===== src/hdl/rtr_pkg.sv =====
`timescale 1ns / 1ps
// ----------------------------------------------------------------------------
// rtr_pkg
// Types, codes, compare and truncation helpers shared by the range table reclassifier.
// ----------------------------------------------------------------------------
package rtr_pkg;

    localparam int TABLE_DEPTH = 128;
    localparam int VALUE_BITS  = 32;

    localparam int IDX_W    = (TABLE_DEPTH > 1) ? $clog2(TABLE_DEPTH) : 1;
    localparam int CMP_W    = (IDX_W > 8) ? IDX_W : 8;
    localparam int ENTRY_W  = 7;
    localparam int COUNT_W  = 8;
    localparam int CTRL_W   = 9;
    localparam int DATA_W   = (VALUE_BITS > 32) ? 64 : 32;
    localparam int STRIDE_W = (VALUE_BITS > 32) ? 3 : 2;
    localparam int REG_W    = 3;
    localparam int ADDR_W   = REG_W + STRIDE_W;

    localparam int FRAC_BITS = 16;
    localparam int FRAC_ONE  = 65536;

    typedef logic signed [VALUE_BITS-1:0] t_val;

    localparam logic [REG_W-1:0] REG_CONTROL     = 3'd0;
    localparam logic [REG_W-1:0] REG_LOW_BOUND   = 3'd1;
    localparam logic [REG_W-1:0] REG_HIGH_BOUND  = 3'd2;
    localparam logic [REG_W-1:0] REG_REPLACE     = 3'd3;
    localparam logic [REG_W-1:0] REG_ND_MARKER   = 3'd4;
    localparam logic [REG_W-1:0] REG_ND_REPLACE  = 3'd5;
    localparam logic [REG_W-1:0] REG_OT_REPLACE  = 3'd6;
    localparam logic [REG_W-1:0] REG_ENTRY_COUNT = 3'd7;

    localparam logic [1:0] METH_SINGLE = 2'd0;
    localparam logic [1:0] METH_RANGE  = 2'd1;

    localparam logic [2:0] SOP_EQ = 3'd0;
    localparam logic [2:0] SOP_LT = 3'd1;
    localparam logic [2:0] SOP_LE = 3'd2;
    localparam logic [2:0] SOP_GE = 3'd3;
    localparam logic [2:0] SOP_GT = 3'd4;

    localparam logic [2:0] ROP_INCL = 3'd0;
    localparam logic [2:0] ROP_EXCL = 3'd1;

    localparam logic [2:0] TOP_LO_INCL  = 3'd0;
    localparam logic [2:0] TOP_BOTH     = 3'd1;
    localparam logic [2:0] TOP_HI_INCL  = 3'd2;
    localparam logic [2:0] TOP_NEITHER  = 3'd3;

    localparam logic [1:0] OUT_NODATA    = 2'd0;
    localparam logic [1:0] OUT_MATCH     = 2'd1;
    localparam logic [1:0] OUT_OTHER     = 2'd2;
    localparam logic [1:0] OUT_UNCHANGED = 2'd3;

    typedef struct packed {
        logic [CTRL_W-1:0]  control;
        t_val               low_bound;
        t_val               high_bound;
        t_val               replace_value;
        t_val               nodata_marker;
        t_val               nodata_replacement;
        t_val               other_replacement;
        logic [COUNT_W-1:0] entry_count;
    } t_cfg;

    typedef struct packed {
        logic               write;
        t_val               value;
        logic [ENTRY_W-1:0] index;
        t_val               lo;
        t_val               hi;
        t_val               code;
        logic               found;
        t_val               res;
        logic [ENTRY_W-1:0] hit;
    } t_beat;

    function automatic logic table_match(input logic [2:0] op, input t_val v,
                                         input t_val lo, input t_val hi);
        logic m;
        case (op)
            TOP_LO_INCL: m = (v >= lo) && (v < hi);
            TOP_BOTH:    m = (v >= lo) && (v <= hi);
            TOP_HI_INCL: m = (v > lo) && (v <= hi);
            TOP_NEITHER: m = (v > lo) && (v < hi);
            default:     m = 1'b0;
        endcase
        return m;
    endfunction

    function automatic t_val trunc_q(input t_val v);
        t_val base;
        base = {v[VALUE_BITS-1:FRAC_BITS], {FRAC_BITS{1'b0}}};
        if (v[VALUE_BITS-1] && (|v[FRAC_BITS-1:0])) begin
            base = base + t_val'(FRAC_ONE);
        end
        return base;
    endfunction

endpackage


===== src/hdl/rtr_cell.sv =====
`timescale 1ns / 1ps
// ----------------------------------------------------------------------------
// rtr_cell
// One table entry of the search chain: stores its interval and code, tests
// the passing beat against them and hands the beat on to the next cell.
// ----------------------------------------------------------------------------
module rtr_cell import rtr_pkg::*; (
    input  logic             i_clk,
    input  logic             i_rst_n,
    input  logic             i_en,
    input  logic [IDX_W-1:0] i_cell_idx,
    input  t_cfg             i_cfg,
    input  logic             i_valid,
    input  t_beat            i_beat,
    output logic             o_valid,
    output t_beat            o_beat
);

    t_val  r_lo;
    t_val  r_hi;
    t_val  r_code;
    logic  r_valid;
    t_beat r_beat;
    t_beat n_beat;
    logic  w_wr_hit;
    logic  w_active;

    assign w_wr_hit = i_valid && i_beat.write &&
                      (CMP_W'(i_beat.index) == CMP_W'(i_cell_idx));
    assign w_active = CMP_W'(i_cell_idx) < CMP_W'(i_cfg.entry_count);

    always_comb begin
        n_beat = i_beat;
        if (i_valid && !i_beat.write && !i_beat.found && w_active &&
            table_match(i_cfg.control[4:2], i_beat.value, r_lo, r_hi)) begin
            n_beat.found = 1'b1;
            n_beat.res   = r_code;
            n_beat.hit   = ENTRY_W'(i_cell_idx);
        end
    end

    always_ff @(posedge i_clk) begin
        if (!i_rst_n) begin
            r_valid <= 1'b0;
        end else if (i_en) begin
            r_valid <= i_valid;
        end
    end

    always_ff @(posedge i_clk) begin
        if (i_en) begin
            r_beat <= n_beat;
            if (w_wr_hit) begin
                r_lo   <= i_beat.lo;
                r_hi   <= i_beat.hi;
                r_code <= i_beat.code;
            end
        end
    end

    assign o_valid = r_valid;
    assign o_beat  = r_beat;

endmodule


===== config.mk =====
export PLATFORM = sky130hd
export DESIGN_NAME = rtr_cell
export DESIGN_NICKNAME = d
export VERILOG_FILES = /design/src/hdl/rtr_pkg.sv /design/src/hdl/rtr_cell.sv
export SDC_FILE = /design/constraint.sdc
export NUM_CORES = 1
export LEC_CHECK = 0
export BUFFER_PORTS_ARGS = -buffer_cell sky130_fd_sc_hd__buf_2
export CAP_MARGIN = 30
export CORE_AREA = 4 4 220 222
export DETAILED_ROUTE_END_ITERATION = 6
export DIE_AREA = 0 0 224 226
export GPL_ROUTABILITY_DRIVEN = 0
export PLACE_DENSITY = 0.47
export RECOVER_POWER = 25
export SLEW_MARGIN = 20
export SYNTH_ARGS = -nofsm -noshare
export SYNTH_HDL_FRONTEND = slang
export SYNTH_SLANG_ARGS = --single-unit

===== constraint.sdc =====
create_clock -name i_clk -period 16.8 [get_ports i_clk]
set_input_delay 3.36 -clock i_clk [delete_from_list [all_inputs] [get_ports i_clk]]
set_output_delay 3.36 -clock i_clk [all_outputs]
set_load 0.02 [all_outputs]

==> run metrics <==
outcome complete, no violations; Vias 6483; first-pass GRT wire length 43900 µm; die height between 200 and 250 µm; synthesized flop and latch total 273; CTS tree done; Nets around 1500; Area Growth Syn to Fin 32.4%; final hold violation count 0; CTS Buf Count 31; Post-synth EDFFs 272; Power Density 110 nW/µm²; layout cells sized above 1 0.393; crit-path cells buf_2, ha_1, nand4_2, nor4_1, o2111ai_1, a21oi_1, a41oi_1, o221ai_4, buf_4, mux2_4; drt wl/cell 19.1 µm; CTS Buffer Depth 3; Synth Flop Type edfxtp_1; GRT Residual Overflow 0; Synth area leaders edfxtp_1 (76%), ha_1 (8.1%), mux2_4 (5.4%), inv_1 (2.4%), a21oi_1 (1.3%); Worst-Skew Late Latency approximately 0.56 ns; Synth top area share 0.758; FP Rows 79; cts repair resizes 0; antenna violations before repair 4; Setup TNS 0 ns; fin util 0.308; leakage just under 6 nW; Setup Skew 0.00876 ns; total track usage 0.116; count leader, synth edfxtp_1; Initial Util 0.233; type of origin of the critical path input port; fillcell total 4679; WL met2 13900 µm; crit path kind in -> reg; nature of the critical path endpoint flop; crit path max fanout 40; DPL Wire Length approximately 24000 µm; YS warnings 0; minimum clock period 6.50 ns; core box area around 46000 µm²; cts hold-fix bufs 0; Max stage delay on crit path 0.66 ns; RSZ-0062 raised after global routing false; # IOs 573; worst slew pin tran 0.912 ns; max-cap viol count 0; Die ar. 50600 µm²; Syn Inst Count 586; Via density 3.99; top layer reached by signal wires met5; cell taking the most area after synthesis edfxtp_1; Hold Crit Class reg -> reg; vias in the first global route slightly below 7000; final setup vio count 0; Final Slew Violations 0; slew margin rel. 0.392; I/O Buffers 374; post-synthesis cell type count 39; crit path DAT 6.81 ns; Post-Syn Area 10800 µm²; Register-to-Register Path Depth 10; Post-synth ARST share 0; post-route ant nets 0; largest net degree at the start of global routing 66; Clock H-tree levels 1; peak supply drop between 0.08 and 0.09 mV; clock root buffer clkbuf_16; WHS Path Cells 2; slowest stage cell, crit path nor4_1; critical path required time 17.11 ns; clk slew on worst S/H paths roughly 0.060 ns; commonest cells in the netlist edfxtp_1 (272), ha_1 (70), inv_1 (70), mux2_4 (39), a21oi_1 (29); register area share after synthesis 0.760; DRT Wirelength 31100 µm; DR pass1 iterations 4; detailed-route DRC error count 0; Met3 Routed Length 3130 µm; 1st-iter DRT viols 254; Max Freq 154 MHz; syn_nets between 1000 and 1500; postcts setup bufs 0; DRT met1 WL around 13000 µm; Die X 224 µm; Mean Syn Cell Area roughly 18 µm²; clock sink count 273; fin crit share 0.387
[path summary, 6_finish.rpt]
path / startpoint / to / slack [ns]
setup / recovery: i_beat[170] / o_beat[15]$_DFFE_PP_ / 10.30
hold reg to reg: o_valid$_SDFFE_PN0P_ / o_valid$_SDFFE_PN0P_ / 0.53
hold / removal: o_valid$_SDFFE_PN0P_ / o_valid$_SDFFE_PN0P_ / 0.53
setup reg to reg: r_lo[30]$_DFFE_PP_ / o_beat[15]$_DFFE_PP_ / 12.86
[critical path: cells and delay by family]
kind,cells,cell delay (ns)
AOI/OAI and AO/OA,4,1.06
adders and majority gates,1,0.33
buffers and inverters,2,0.78
muxes,1,0.35
and+or+nand+nor,2,0.83
[layout make-up]
class	instances	area, µm²	area share
multi-input cells	239	2300	0.161
diodes	1	2.50	0.000175
clock inverters	21	141	0.00991
well taps	607	759	0.0532
inverters	70	263	0.0184
flip-flops and latches	273	8190	0.574
repair buffers	379	1820	0.128
clock buffers	35	791	0.0554
[routing by layer]
metal / up-vias / GRT usage
met1: 3083 / 0.150
met4: 6 / 0.0266
li1: 3063 / -
met5: - / 0
met2: 279 / 0.182
met3: 52 / 0.0473
[where the power goes]
group          leakage, nW  switching, mW  internal, mW  total [mW]
sequential            2.59        0.00806         0.787       0.795
clock                0.464          0.272         0.352       0.624
combinational         2.84         0.0988        0.0535       0.152
[placed cells by master (no fill, tap or decap), types with 6 or more instances in the layout]
master / Yosys / final
nor2_1: 8 / 8
ha_1: 70 / 70
a21oi_1: 29 / 29
xnor2_1: 6 / 6
mux2_4: 39 / 39
clkbuf_16: 0 / 31
clkbuf_1: 0 / 79
clkinv_2: 0 / 10
nand4_1: 12 / 12
nand2_1: 18 / 18
inv_1: 70 / 70
edfxtp_1: 272 / 272
o21ai_0: 6 / 6
buf_2: 0 / 298
[logic make-up (layout without fill, tap and decap cells)]
| kind of cell | count (synthesis) | in the layout | synth area share |
|---|---|---|---|
| mux | 40 | 40 | 0.0552 |
| buf+inv | 74 | 505 | 0.0286 |
| other cells | 0 | 1 | 0 |
| simple gates | 62 | 62 | 0.0337 |
| flops | 273 | 273 | 0.760 |
| compound gates | 59 | 59 | 0.0353 |
| xor+xnor | 8 | 8 | 0.00650 |
| fa+ha+maj | 70 | 70 | 0.0812 |
[flip-flops by register name, summed over array words and instances, names as in the netlist]
| name | count |
|---|---|
| r_lo | 32 |
| o_valid | 1 |
| o_beat | 176 |
| r_hi | 32 |
| r_code | 32 |
[through the flow]
step                setup WS, ns  cell area [µm²]  std cells  hold WS, ns  total power, mW
floorplan                   3.30            10800        586        0.527            0.880
global placement            9.45            13400       1568        0.513            0.966
detailed placement          9.44            13400       1568        0.533            0.967
CTS                        10.05            14400       1624        0.539             1.61
global route                9.94            14300       1625        0.552             1.64
finish                     10.30            14300       1625        0.534             1.57
No activity file was read; power rests on OpenSTA's default activity.
