### config.mk
export PLATFORM = sky130hd
export DESIGN_NAME = rtr_resolve
export DESIGN_NICKNAME = d
export VERILOG_FILES = /design/src/hdl/rtr_pkg.sv /design/src/hdl/rtr_resolve.sv
export SDC_FILE = /design/constraint.sdc
export NUM_CORES = 1
export LEC_CHECK = 0
export BUFFER_PORTS_ARGS = -buffer_cell sky130_fd_sc_hd__buf_2
export CAP_MARGIN = 20
export CELL_PAD_IN_SITES_DETAIL_PLACEMENT = 0
export CELL_PAD_IN_SITES_GLOBAL_PLACEMENT = 1
export CORE_AREA = 3 3 166 168
export CTS_BUF_LIST = sky130_fd_sc_hd__clkbuf_4 sky130_fd_sc_hd__clkbuf_8
export CTS_CLUSTER_SIZE = 8
export DETAILED_ROUTE_END_ITERATION = 8
export DIE_AREA = 0 0 169 171
export HOLD_SLACK_MARGIN = 0.02
export PLACE_DENSITY = 0.82
export SYNTH_ARGS = -nofsm -noshare
export SYNTH_HDL_FRONTEND = slang
export SYNTH_SLANG_ARGS = --single-unit
export TNS_END_PERCENT = 10
### constraint.sdc
create_clock -name i_clk -period 6.75 [get_ports i_clk]
set_clock_uncertainty 0.05 [all_clocks]
set_input_delay 1.0125 -clock i_clk [delete_from_list [all_inputs] [get_ports i_clk]]
set_output_delay 1.0125 -clock i_clk [all_outputs]
set_load 0.02 [all_outputs]
### src/hdl/rtr_pkg.sv
`timescale 1ns / 1ps
// ----------------------------------------------------------------------------
// rtr_pkg
// Types, codes, compare and truncation helpers shared by the range table reclassifier.
// ----------------------------------------------------------------------------
package rtr_pkg;

    localparam int TABLE_DEPTH = 128;
    localparam int VALUE_BITS  = 32;

    localparam int IDX_W    = (TABLE_DEPTH > 1) ? $clog2(TABLE_DEPTH) : 1;
    localparam int CMP_W    = (IDX_W > 8) ? IDX_W : 8;
    localparam int ENTRY_W  = 7;
    localparam int COUNT_W  = 8;
    localparam int CTRL_W   = 9;
    localparam int DATA_W   = (VALUE_BITS > 32) ? 64 : 32;
    localparam int STRIDE_W = (VALUE_BITS > 32) ? 3 : 2;
    localparam int REG_W    = 3;
    localparam int ADDR_W   = REG_W + STRIDE_W;

    localparam int FRAC_BITS = 16;
    localparam int FRAC_ONE  = 65536;

    typedef logic signed [VALUE_BITS-1:0] t_val;

    localparam logic [REG_W-1:0] REG_CONTROL     = 3'd0;
    localparam logic [REG_W-1:0] REG_LOW_BOUND   = 3'd1;
    localparam logic [REG_W-1:0] REG_HIGH_BOUND  = 3'd2;
    localparam logic [REG_W-1:0] REG_REPLACE     = 3'd3;
    localparam logic [REG_W-1:0] REG_ND_MARKER   = 3'd4;
    localparam logic [REG_W-1:0] REG_ND_REPLACE  = 3'd5;
    localparam logic [REG_W-1:0] REG_OT_REPLACE  = 3'd6;
    localparam logic [REG_W-1:0] REG_ENTRY_COUNT = 3'd7;

    localparam logic [1:0] METH_SINGLE = 2'd0;
    localparam logic [1:0] METH_RANGE  = 2'd1;

    localparam logic [2:0] SOP_EQ = 3'd0;
    localparam logic [2:0] SOP_LT = 3'd1;
    localparam logic [2:0] SOP_LE = 3'd2;
    localparam logic [2:0] SOP_GE = 3'd3;
    localparam logic [2:0] SOP_GT = 3'd4;

    localparam logic [2:0] ROP_INCL = 3'd0;
    localparam logic [2:0] ROP_EXCL = 3'd1;

    localparam logic [2:0] TOP_LO_INCL  = 3'd0;
    localparam logic [2:0] TOP_BOTH     = 3'd1;
    localparam logic [2:0] TOP_HI_INCL  = 3'd2;
    localparam logic [2:0] TOP_NEITHER  = 3'd3;

    localparam logic [1:0] OUT_NODATA    = 2'd0;
    localparam logic [1:0] OUT_MATCH     = 2'd1;
    localparam logic [1:0] OUT_OTHER     = 2'd2;
    localparam logic [1:0] OUT_UNCHANGED = 2'd3;

    typedef struct packed {
        logic [CTRL_W-1:0]  control;
        t_val               low_bound;
        t_val               high_bound;
        t_val               replace_value;
        t_val               nodata_marker;
        t_val               nodata_replacement;
        t_val               other_replacement;
        logic [COUNT_W-1:0] entry_count;
    } t_cfg;

    typedef struct packed {
        logic               write;
        t_val               value;
        logic [ENTRY_W-1:0] index;
        t_val               lo;
        t_val               hi;
        t_val               code;
        logic               found;
        t_val               res;
        logic [ENTRY_W-1:0] hit;
    } t_beat;

    function automatic logic table_match(input logic [2:0] op, input t_val v,
                                         input t_val lo, input t_val hi);
        logic m;
        case (op)
            TOP_LO_INCL: m = (v >= lo) && (v < hi);
            TOP_BOTH:    m = (v >= lo) && (v <= hi);
            TOP_HI_INCL: m = (v > lo) && (v <= hi);
            TOP_NEITHER: m = (v > lo) && (v < hi);
            default:     m = 1'b0;
        endcase
        return m;
    endfunction

    function automatic t_val trunc_q(input t_val v);
        t_val base;
        base = {v[VALUE_BITS-1:FRAC_BITS], {FRAC_BITS{1'b0}}};
        if (v[VALUE_BITS-1] && (|v[FRAC_BITS-1:0])) begin
            base = base + t_val'(FRAC_ONE);
        end
        return base;
    endfunction

endpackage

### src/hdl/rtr_resolve.sv
`timescale 1ns / 1ps
// ----------------------------------------------------------------------------
// rtr_resolve
// End of the chain: applies table, single, range, no-data and other rules, the
// extract filter, and holds the result beat in the output register.
// ----------------------------------------------------------------------------
module rtr_resolve import rtr_pkg::*; (
    input  logic               i_clk,
    input  logic               i_rst_n,
    input  logic               i_en,
    input  t_cfg               i_cfg,
    input  logic               i_valid,
    input  t_beat              i_beat,
    output logic               o_valid,
    output t_val               o_value,
    output logic [1:0]         o_outcome,
    output logic [ENTRY_W-1:0] o_hit
);

    logic               r_valid;
    t_val               r_value;
    logic [1:0]         r_outcome;
    logic [ENTRY_W-1:0] r_hit;

    logic               n_valid;
    t_val               n_value;
    logic [1:0]         n_outcome;
    logic [ENTRY_W-1:0] n_hit;

    logic [1:0] w_method;
    logic [2:0] w_op;
    logic       w_is_table;
    t_val       w_v;
    logic       w_match;
    logic       w_nodata;

    assign w_method   = i_cfg.control[1:0];
    assign w_op       = i_cfg.control[4:2];
    assign w_is_table = (w_method != METH_SINGLE) && (w_method != METH_RANGE);
    assign w_v        = (!w_is_table && i_cfg.control[8]) ? trunc_q(i_beat.value)
                                                          : i_beat.value;
    assign w_nodata   = i_cfg.control[6] && (w_v == i_cfg.nodata_marker);

    always_comb begin
        w_match = 1'b0;
        if (w_method == METH_SINGLE) begin
            case (w_op)
                SOP_EQ:  w_match = w_v == i_cfg.low_bound;
                SOP_LT:  w_match = w_v <  i_cfg.low_bound;
                SOP_LE:  w_match = w_v <= i_cfg.low_bound;
                SOP_GE:  w_match = w_v >= i_cfg.low_bound;
                SOP_GT:  w_match = w_v >  i_cfg.low_bound;
                default: w_match = 1'b0;
            endcase
        end else begin
            case (w_op)
                ROP_INCL: w_match = (i_cfg.low_bound <= w_v) && (w_v <= i_cfg.high_bound);
                ROP_EXCL: w_match = (i_cfg.low_bound <  w_v) && (w_v <  i_cfg.high_bound);
                default:  w_match = 1'b0;
            endcase
        end
    end

    always_comb begin
        n_outcome = OUT_UNCHANGED;
        n_value   = w_v;
        n_hit     = '0;
        if (w_is_table) begin
            if (i_beat.found) begin
                n_outcome = OUT_MATCH;
                n_value   = i_beat.res;
                n_hit     = i_beat.hit;
            end else if (w_nodata) begin
                n_outcome = OUT_NODATA;
                n_value   = i_cfg.nodata_replacement;
            end
        end else if (w_nodata) begin
            n_outcome = OUT_NODATA;
            n_value   = i_cfg.nodata_replacement;
        end else if (w_match) begin
            n_outcome = OUT_MATCH;
            n_value   = i_cfg.replace_value;
        end
        if (n_outcome == OUT_UNCHANGED && i_cfg.control[7] &&
            (w_v != i_cfg.nodata_marker)) begin
            n_outcome = OUT_OTHER;
            n_value   = i_cfg.other_replacement;
        end
        n_valid = i_valid && !i_beat.write;
        if (i_cfg.control[5]) begin
            n_value = i_beat.value;
            if (n_outcome == OUT_UNCHANGED) begin
                n_valid = 1'b0;
            end
        end
    end

    always_ff @(posedge i_clk) begin
        if (!i_rst_n) begin
            r_valid <= 1'b0;
        end else if (i_en) begin
            r_valid <= n_valid;
        end
    end

    always_ff @(posedge i_clk) begin
        if (i_en) begin
            r_value   <= n_value;
            r_outcome <= n_outcome;
            r_hit     <= n_hit;
        end
    end

    assign o_valid   = r_valid;
    assign o_value   = r_value;
    assign o_outcome = r_outcome;
    assign o_hit     = r_hit;

endmodule

==> impl_metrics.ini, run 1 <==
[floorplan]
die_h_um = 171
fp.dieW_um = 169
pin_count = 431
rows = 59
die_area_mm2 = 0.0289
core_area_mm2 = 0.0261
initial_core_util_pct = 25.3

[placed_design]
dpl.hpwl_mm = 28.7
place_area_mm2 = 0.00875
place_inst = 1487
gp_congestion = 1.00
io_buffers = 319

[detailed_routing]
antenna_left = 0
routed_wl_mm = 33.6
drc = 0
firstDrtPassIters = 5
vias = 8272
avgViaCountPerCell = 5.50
drtIter0Drc = 825
wl_per_cell_um = 22.3

[finish]
area_growth_pct = 34.5
drive_gt1_share_pct = 35.3
stdcell_count = 1504
multiInputGateArea_mm2 = 0.00477
nNetsFinal = 1609
finalInstanceArea_mm2 = 0.00887
fillers = 2799
register_area_mm2 = 0.00125

[critical_path]
rrSetupSlack_ps = 5910
crit_arrival_ps = 6090
endpoint = o_value[28]
critPathMaxFanout = 16
cp-startpoint = i_beat[160]
rr_startpoint = o_valid
required_ps = 6730
worstReg2RegEnd = o_valid
endpoint_kind = flip-flop
path_class = input pin to flip-flop
startpoint_type = input pin
r2r_cells = 4

[clock_tree]
numCtsBuffers = 5
clock_latency_ps = 300
max-clock-path-buffers = 2
cts_hold_buf = 0
htreeDepth = 2
cts_tree = built
clock_sinks = 42
clk_pin_slew_worst_paths_ps = 80
post_cts_buffers = 0
root_buffer = clkbuf_8

[global_routing]
grt.total_usage_pct = 21.6
grt_max_degree = 60
antenna_found_initial = 27
grt-ovfl-total = 0
first_global_vias = 7726
grt_first_pass_wirelength_mm = 47.2

[synthesis]
async_flop_share_pct = 0
synthesis.area_mm2 = 0.00659
synth.avg_cell_area_um2 = 7.83
yosysUniqueCellTypes = 81
yosysWarnings = 0
synth_seq_cells = 42
ys_seq_area_share_pct = 19.0
dominantRegCellSynth = edfxtp_1
syn_nets = 1292
synth_edf_count = 41
postSynthCellCount = 842

[power]
p_leak_nw = 4.22
ir_drop_uv = 138
pwr_density_cell_mw_per_mm2 = 121

[worst_hold_path]
hold_class = flip-flop to flip-flop

[sta]
hold_viol = 0
tightest_slew_ps = 947
finalMaxSlewViolations = 0
slew_headroom_pct = 36.9
period_share_pct = 90.5
finalSetupViolCount = 0
finalCriticalPeriod_ps = 6110
whs_ps = 515
fmax_mhz = 164
grt_setup_unrepaired = false
setup_tns_ps = 0

[flow_run]
max-cap-violations = 0

[run_status]
status = completed
layout make-up:
class                      instances  area share (%)
multi-input combinational        658            53.8
timing repair buffer             363            22.3
sequential                        42            14.1
tap                              335            4.73
inverter                          89            3.77
clock buffer                       6           0.931
antenna                            9           0.254
clock inverter                     2           0.141
stage by stage:
step / total power [mW] / utilization, % / worst slack [ps]
floorplan: 0.645 / - / 1110
global placement: 0.888 / 33.6 / 230
detailed placement: 0.896 / 33.6 / 178
CTS: 1.07 / 33.9 / 471
global route: 1.14 / 34.0 / 112
finish: 1.07 / 34.0 / 641
cell usage after synthesis, drive strengths merged (6+ instances only):
cell     instances  area share, %
a21o            12            1.4
a21oi           43            3.3
a221oi          34            5.5
a22o            17            2.3
a31oi           14            1.3
and2             6           0.57
and3            13            1.2
buf             20            1.8
clkbuf          33            1.9
edfxtp          41             19
ha              61             12
inv             88            5.0
nand2           95            5.4
nand2b          13            1.2
nand3           21            1.6
nand4           18            1.7
nor2            38            2.2
nor2b           11            1.0
nor3            24            1.9
nor4            11            1.5
nor4bb           7            1.1
o2111ai          6           0.80
o211a            7            1.1
o211ai          14            1.7
o21ai           23            1.9
o221ai          18            2.4
o22ai           12            1.1
o31ai           22            2.7
o32ai            9            1.2
or3b            14            1.9
xnor2           22            2.9
xor2            10            1.3
flip-flops by register name, summed over array words and instances (netlist names):
| name | flops |
|---|---|
| o_hit | 7 |
| o_outcome | 2 |
| o_valid | 1 |
| o_value | 32 |
power by group:
part	leakage, nW	total [mW]	internal, mW	switching (mW)
combinational	3.77	0.567	0.237	0.330
sequential	0.408	0.330	0.322	0.00780
clock	0.0473	0.173	0.0823	0.0908
placed cells by master (no fill, tap or decap), types with 6 or more instances in the layout:
| master | count |
|---|---|
| diode_2 | 9 |
| a31oi_1 | 14 |
| edfxtp_1 | 41 |
| and3_1 | 13 |
| nor2_1 | 37 |
| or3b_2 | 6 |
| a221oi_2 | 10 |
| o221ai_1 | 18 |
| nand2_1 | 94 |
| or3b_1 | 8 |
| o22ai_1 | 12 |
| nand4_1 | 18 |
| a21oi_1 | 42 |
| xor2_1 | 10 |
| buf_4 | 40 |
| nor2b_1 | 11 |
| a221oi_1 | 24 |
| o31ai_1 | 21 |
| nor4bb_1 | 7 |
| o21ai_0 | 20 |
| nor3_1 | 23 |
| ha_1 | 61 |
| a22o_1 | 17 |
| and2_1 | 6 |
| nand3_1 | 21 |
| xnor2_1 | 22 |
| buf_2 | 319 |
| o211ai_1 | 13 |
| clkbuf_8 | 6 |
| inv_1 | 88 |
| nor4_1 | 6 |
| nand2b_1 | 13 |
| o2111ai_1 | 6 |
| o32ai_1 | 9 |
| a21o_1 | 12 |
how the worst min path moves through the flow:
| stage | startpoint | endpoint | slack [ps] | cells after the start |
|---|---|---|---|---|
| 2_1_floorplan | o_valid | o_valid | 560 | 2 |
| 3_3_place_gp | o_valid | o_valid | 500 | 2 |
| 3_5_place_dp | o_valid | o_valid | 500 | 2 |
| 4_1_cts | o_valid | o_valid | 520 | 2 |
| 5_1_grt | o_valid | o_valid | 560 | 2 |
| 6_report | o_valid | o_valid | 520 | 2 |
what timing repair did:
action | 4_1_cts | 5_1_grt
setup endpoints to repair | 0 | 14
resized for setup | 0 | 1
hold endpoints to repair | 0 | 0
critical path: stages:
cell	delay, ps
buf_2	190
ha_1	280
nand3_1	110
nor4_1	320
buf_4	190
and2_1	220
xor2_1	200
inv_1	100
ha_1	300
nand3_1	110
or4_1	640
a221oi_1	280
a211o_1	200
o211a_2	260
nor2_1	80
or3b_1	370
o211ai_2	110
o21ai_4	70
or2_1	480
o221ai_1	360
o221ai_1	160
per-layer routing:
layer | vias to the layer above | routed length (um) | track usage (%)
li1 | 3866 | - | -
met2 | 418 | 14400 | 32.7
met5 | - | 259 | 0
met3 | 65 | 3680 | 7.39
met1 | 3887 | 14600 | 29.6
met4 | 36 | 718 | 5.36
cell families (layout without fill, tap and decap cells):
group,after synthesis,after routing,share of synthesized area (%)
adder cells (fa/ha/maj),61,61,11.6
other,0,9,0
buffers and inverters,142,460,8.71
AO/OA/AOI/OAI,266,266,31.5
flip-flops,42,42,19.0
AND/OR/NAND/NOR,295,295,24.1
multiplexers,3,3,0.493
XOR/XNOR,33,33,4.59
(Power assumes the default switching activity.)
==> run 2: changes to the inputs <==
--- a/config.mk
+++ b/config.mk
@@ -7,5 +7,5 @@
 export LEC_CHECK = 0
 export BUFFER_PORTS_ARGS = -buffer_cell sky130_fd_sc_hd__buf_2
-export CAP_MARGIN = 20
+export CAP_MARGIN = 0
 export CELL_PAD_IN_SITES_DETAIL_PLACEMENT = 0
 export CELL_PAD_IN_SITES_GLOBAL_PLACEMENT = 1
@@ -17,4 +17,5 @@
 export HOLD_SLACK_MARGIN = 0.02
 export PLACE_DENSITY = 0.82
+export REMOVE_ABC_BUFFERS = 1
 export SYNTH_ARGS = -nofsm -noshare
 export SYNTH_HDL_FRONTEND = slang
==> constraint.sdc (replaced) <==
create_clock -name i_clk -period 6.75 [get_ports i_clk]
set_clock_uncertainty 0.05 [all_clocks]
set_input_delay 0.675 -clock i_clk [delete_from_list [all_inputs] [get_ports i_clk]]
set_output_delay 0.675 -clock i_clk [all_outputs]
set_load 0.02 [all_outputs]
==> run 2 against run 1 <==
Effect of this change: fmax decreased by 3.0%; largest power group unchanged; global-route usage grew 0.67 points; hold slack better by 21 ps; via count is 0.24% higher; sequential cell count stayed put; critical endpoint is now o_value[5]; design area shrank 0.35%; highest routed layer unchanged; combinational power about the same.
==> impl_metrics.ini, run 2 (synthesis results as in run 1) <==
[run_status]
status = completed

[placed_design]
place_inst = 1479
io_buffers = 319
gp_congestion = 0.919
dpl.hpwl_mm = 28.7

[finish]
layout_commonest_cell = buf_2
nNetsFinal = 1601
area_growth_pct = 34.0
largest_reg_flops = 32
drive_gt1_share_pct = 34.8
stdcell_count = 1496
fin_util_pct = 33.9
final_cell_mix = buf_2, nand2_1, inv_1

[critical_path]
path_cells = buf_2 > ha_1 > nand3_1 > nor4_1 > buf_4 > nand4_1 > xnor2_1 > inv_1 > ha_1 > nand2_1 > or4_1 > nor4_1 > a211o_1 > o211a_2 > or3_1 > o211a_2 > o21bai_2 > o31ai_4 > a221oi_1 > a221oi_1
startpoint_type = input pin
critPathMaxFanout = 17
endpoint_kind = flip-flop
required_ps = 6760
path_class = input pin to flip-flop
crit_arrival_ps = 6310
cpMaxStageDelayCell = o31ai_4
critical-path-max-stage-delay_ps = 860

[sta]
finalMaxSlewViolations = 0
slew_headroom_pct = 26.2
finalSetupViolCount = 0
whs_ps = 536
period_share_pct = 93.3
grt_setup_unrepaired = false
fmax_mhz = 159
hold_viol = 0
finalCriticalPeriod_ps = 6300
tightest_slew_ps = 1110
setup_tns_ps = 0

[clock_tree]
post_cts_buffers = 0
cts_hold_buf = 0
numCtsBuffers = 5
max-clock-path-buffers = 2
cts_tree = built
clock_latency_ps = 300
clock_sinks = 42
cts_resized = 0
root_buffer = clkbuf_8
htreeDepth = 2
clk_pin_slew_worst_paths_ps = 90

[detailed_routing]
firstDrtPassIters = 5
antenna_left = 0
avgViaCountPerCell = 5.54
wl_per_cell_um = 23.1
drc = 0
vias = 8292
drtIter0Drc = 844
routed_wl_mm = 34.5

[power]
ir_drop_uv = 111
finalPower_mw = 1.12
p_leak_nw = 4.20
pwr_density_cell_mw_per_mm2 = 127

[global_routing]
grt_max_degree = 60
antenna_found_initial = 25
first_global_vias = 7833
grt_util_met3_pct = 6.84
grt.met2_usage_pct = 34.5
grt.total_usage_pct = 22.3
grt_first_pass_wirelength_mm = 48.8
grt_busiest_layer = met2
grt-ovfl-total = 0
grtUsageMet1_pct = 30.5

[worst_hold_path]
hold_class = flip-flop to flip-flop

[floorplan]
die_h_um = 171
core_area_mm2 = 0.0261
initial_core_util_pct = 25.3
rows = 59
pin_count = 431
fp.dieW_um = 169
die_area_mm2 = 0.0289

[flow_run]
max-cap-violations = 0
==> run 2: final timing paths <==
kind                from         end  slack [ps]  depth (start not counted)
max          i_beat[160]  o_value[5]         450                         20
min              o_valid     o_valid         540                          2
max reg2reg      o_valid     o_valid        5860                          4
min reg2reg      o_valid     o_valid         540                          2
==> run 2: cell type report <==
type,count,area (um2)
fillers,2834,17200
multi-input cells,658,4770
repair buffers,355,1930
flip-flops and latches,42,1250
well taps,335,419
inverters,89,334
clock buffers,6,76.3
clock inverters,2,37.5
diodes,9,22.5
==> run 2: power by group <==
| part | total (mW) | leakage [nW] | internal [mW] | switching, mW |
|---|---|---|---|---|
| sequential | 0.329 | 0.408 | 0.322 | 0.00752 |
| clock | 0.221 | 0.0549 | 0.115 | 0.106 |
| combinational | 0.568 | 3.74 | 0.235 | 0.333 |
| total | 1.12 | 4.20 | 0.672 | 0.447 |
==> run 2: through the flow <==
step | cell area (um2) | worst slack (ps)
after global placement | 8700 | 334
after floorplan | 6350 | 992
after detailed placement | 8700 | 289
after CTS | 8810 | 589
after global routing | 8830 | 142
final | 8840 | 451
==> run 2: critical path: cells and delay by family <==
family          cells  cell delay, ps
xor+xnor            1             360
simple gates        7            1860
fa+ha+maj           2             590
compound gates      7            2290
buf+inv             3             510
==> run 2: layer usage <==
metal | part of all wire (%) | up-vias | routed length, um
met1 | 42 | 3845 | 14600
met4 | 2.1 | 38 | 735
met2 | 44 | 472 | 15100
li1 | - | 3852 | -
met5 | 0.72 | - | 250
met3 | 11 | 85 | 3820
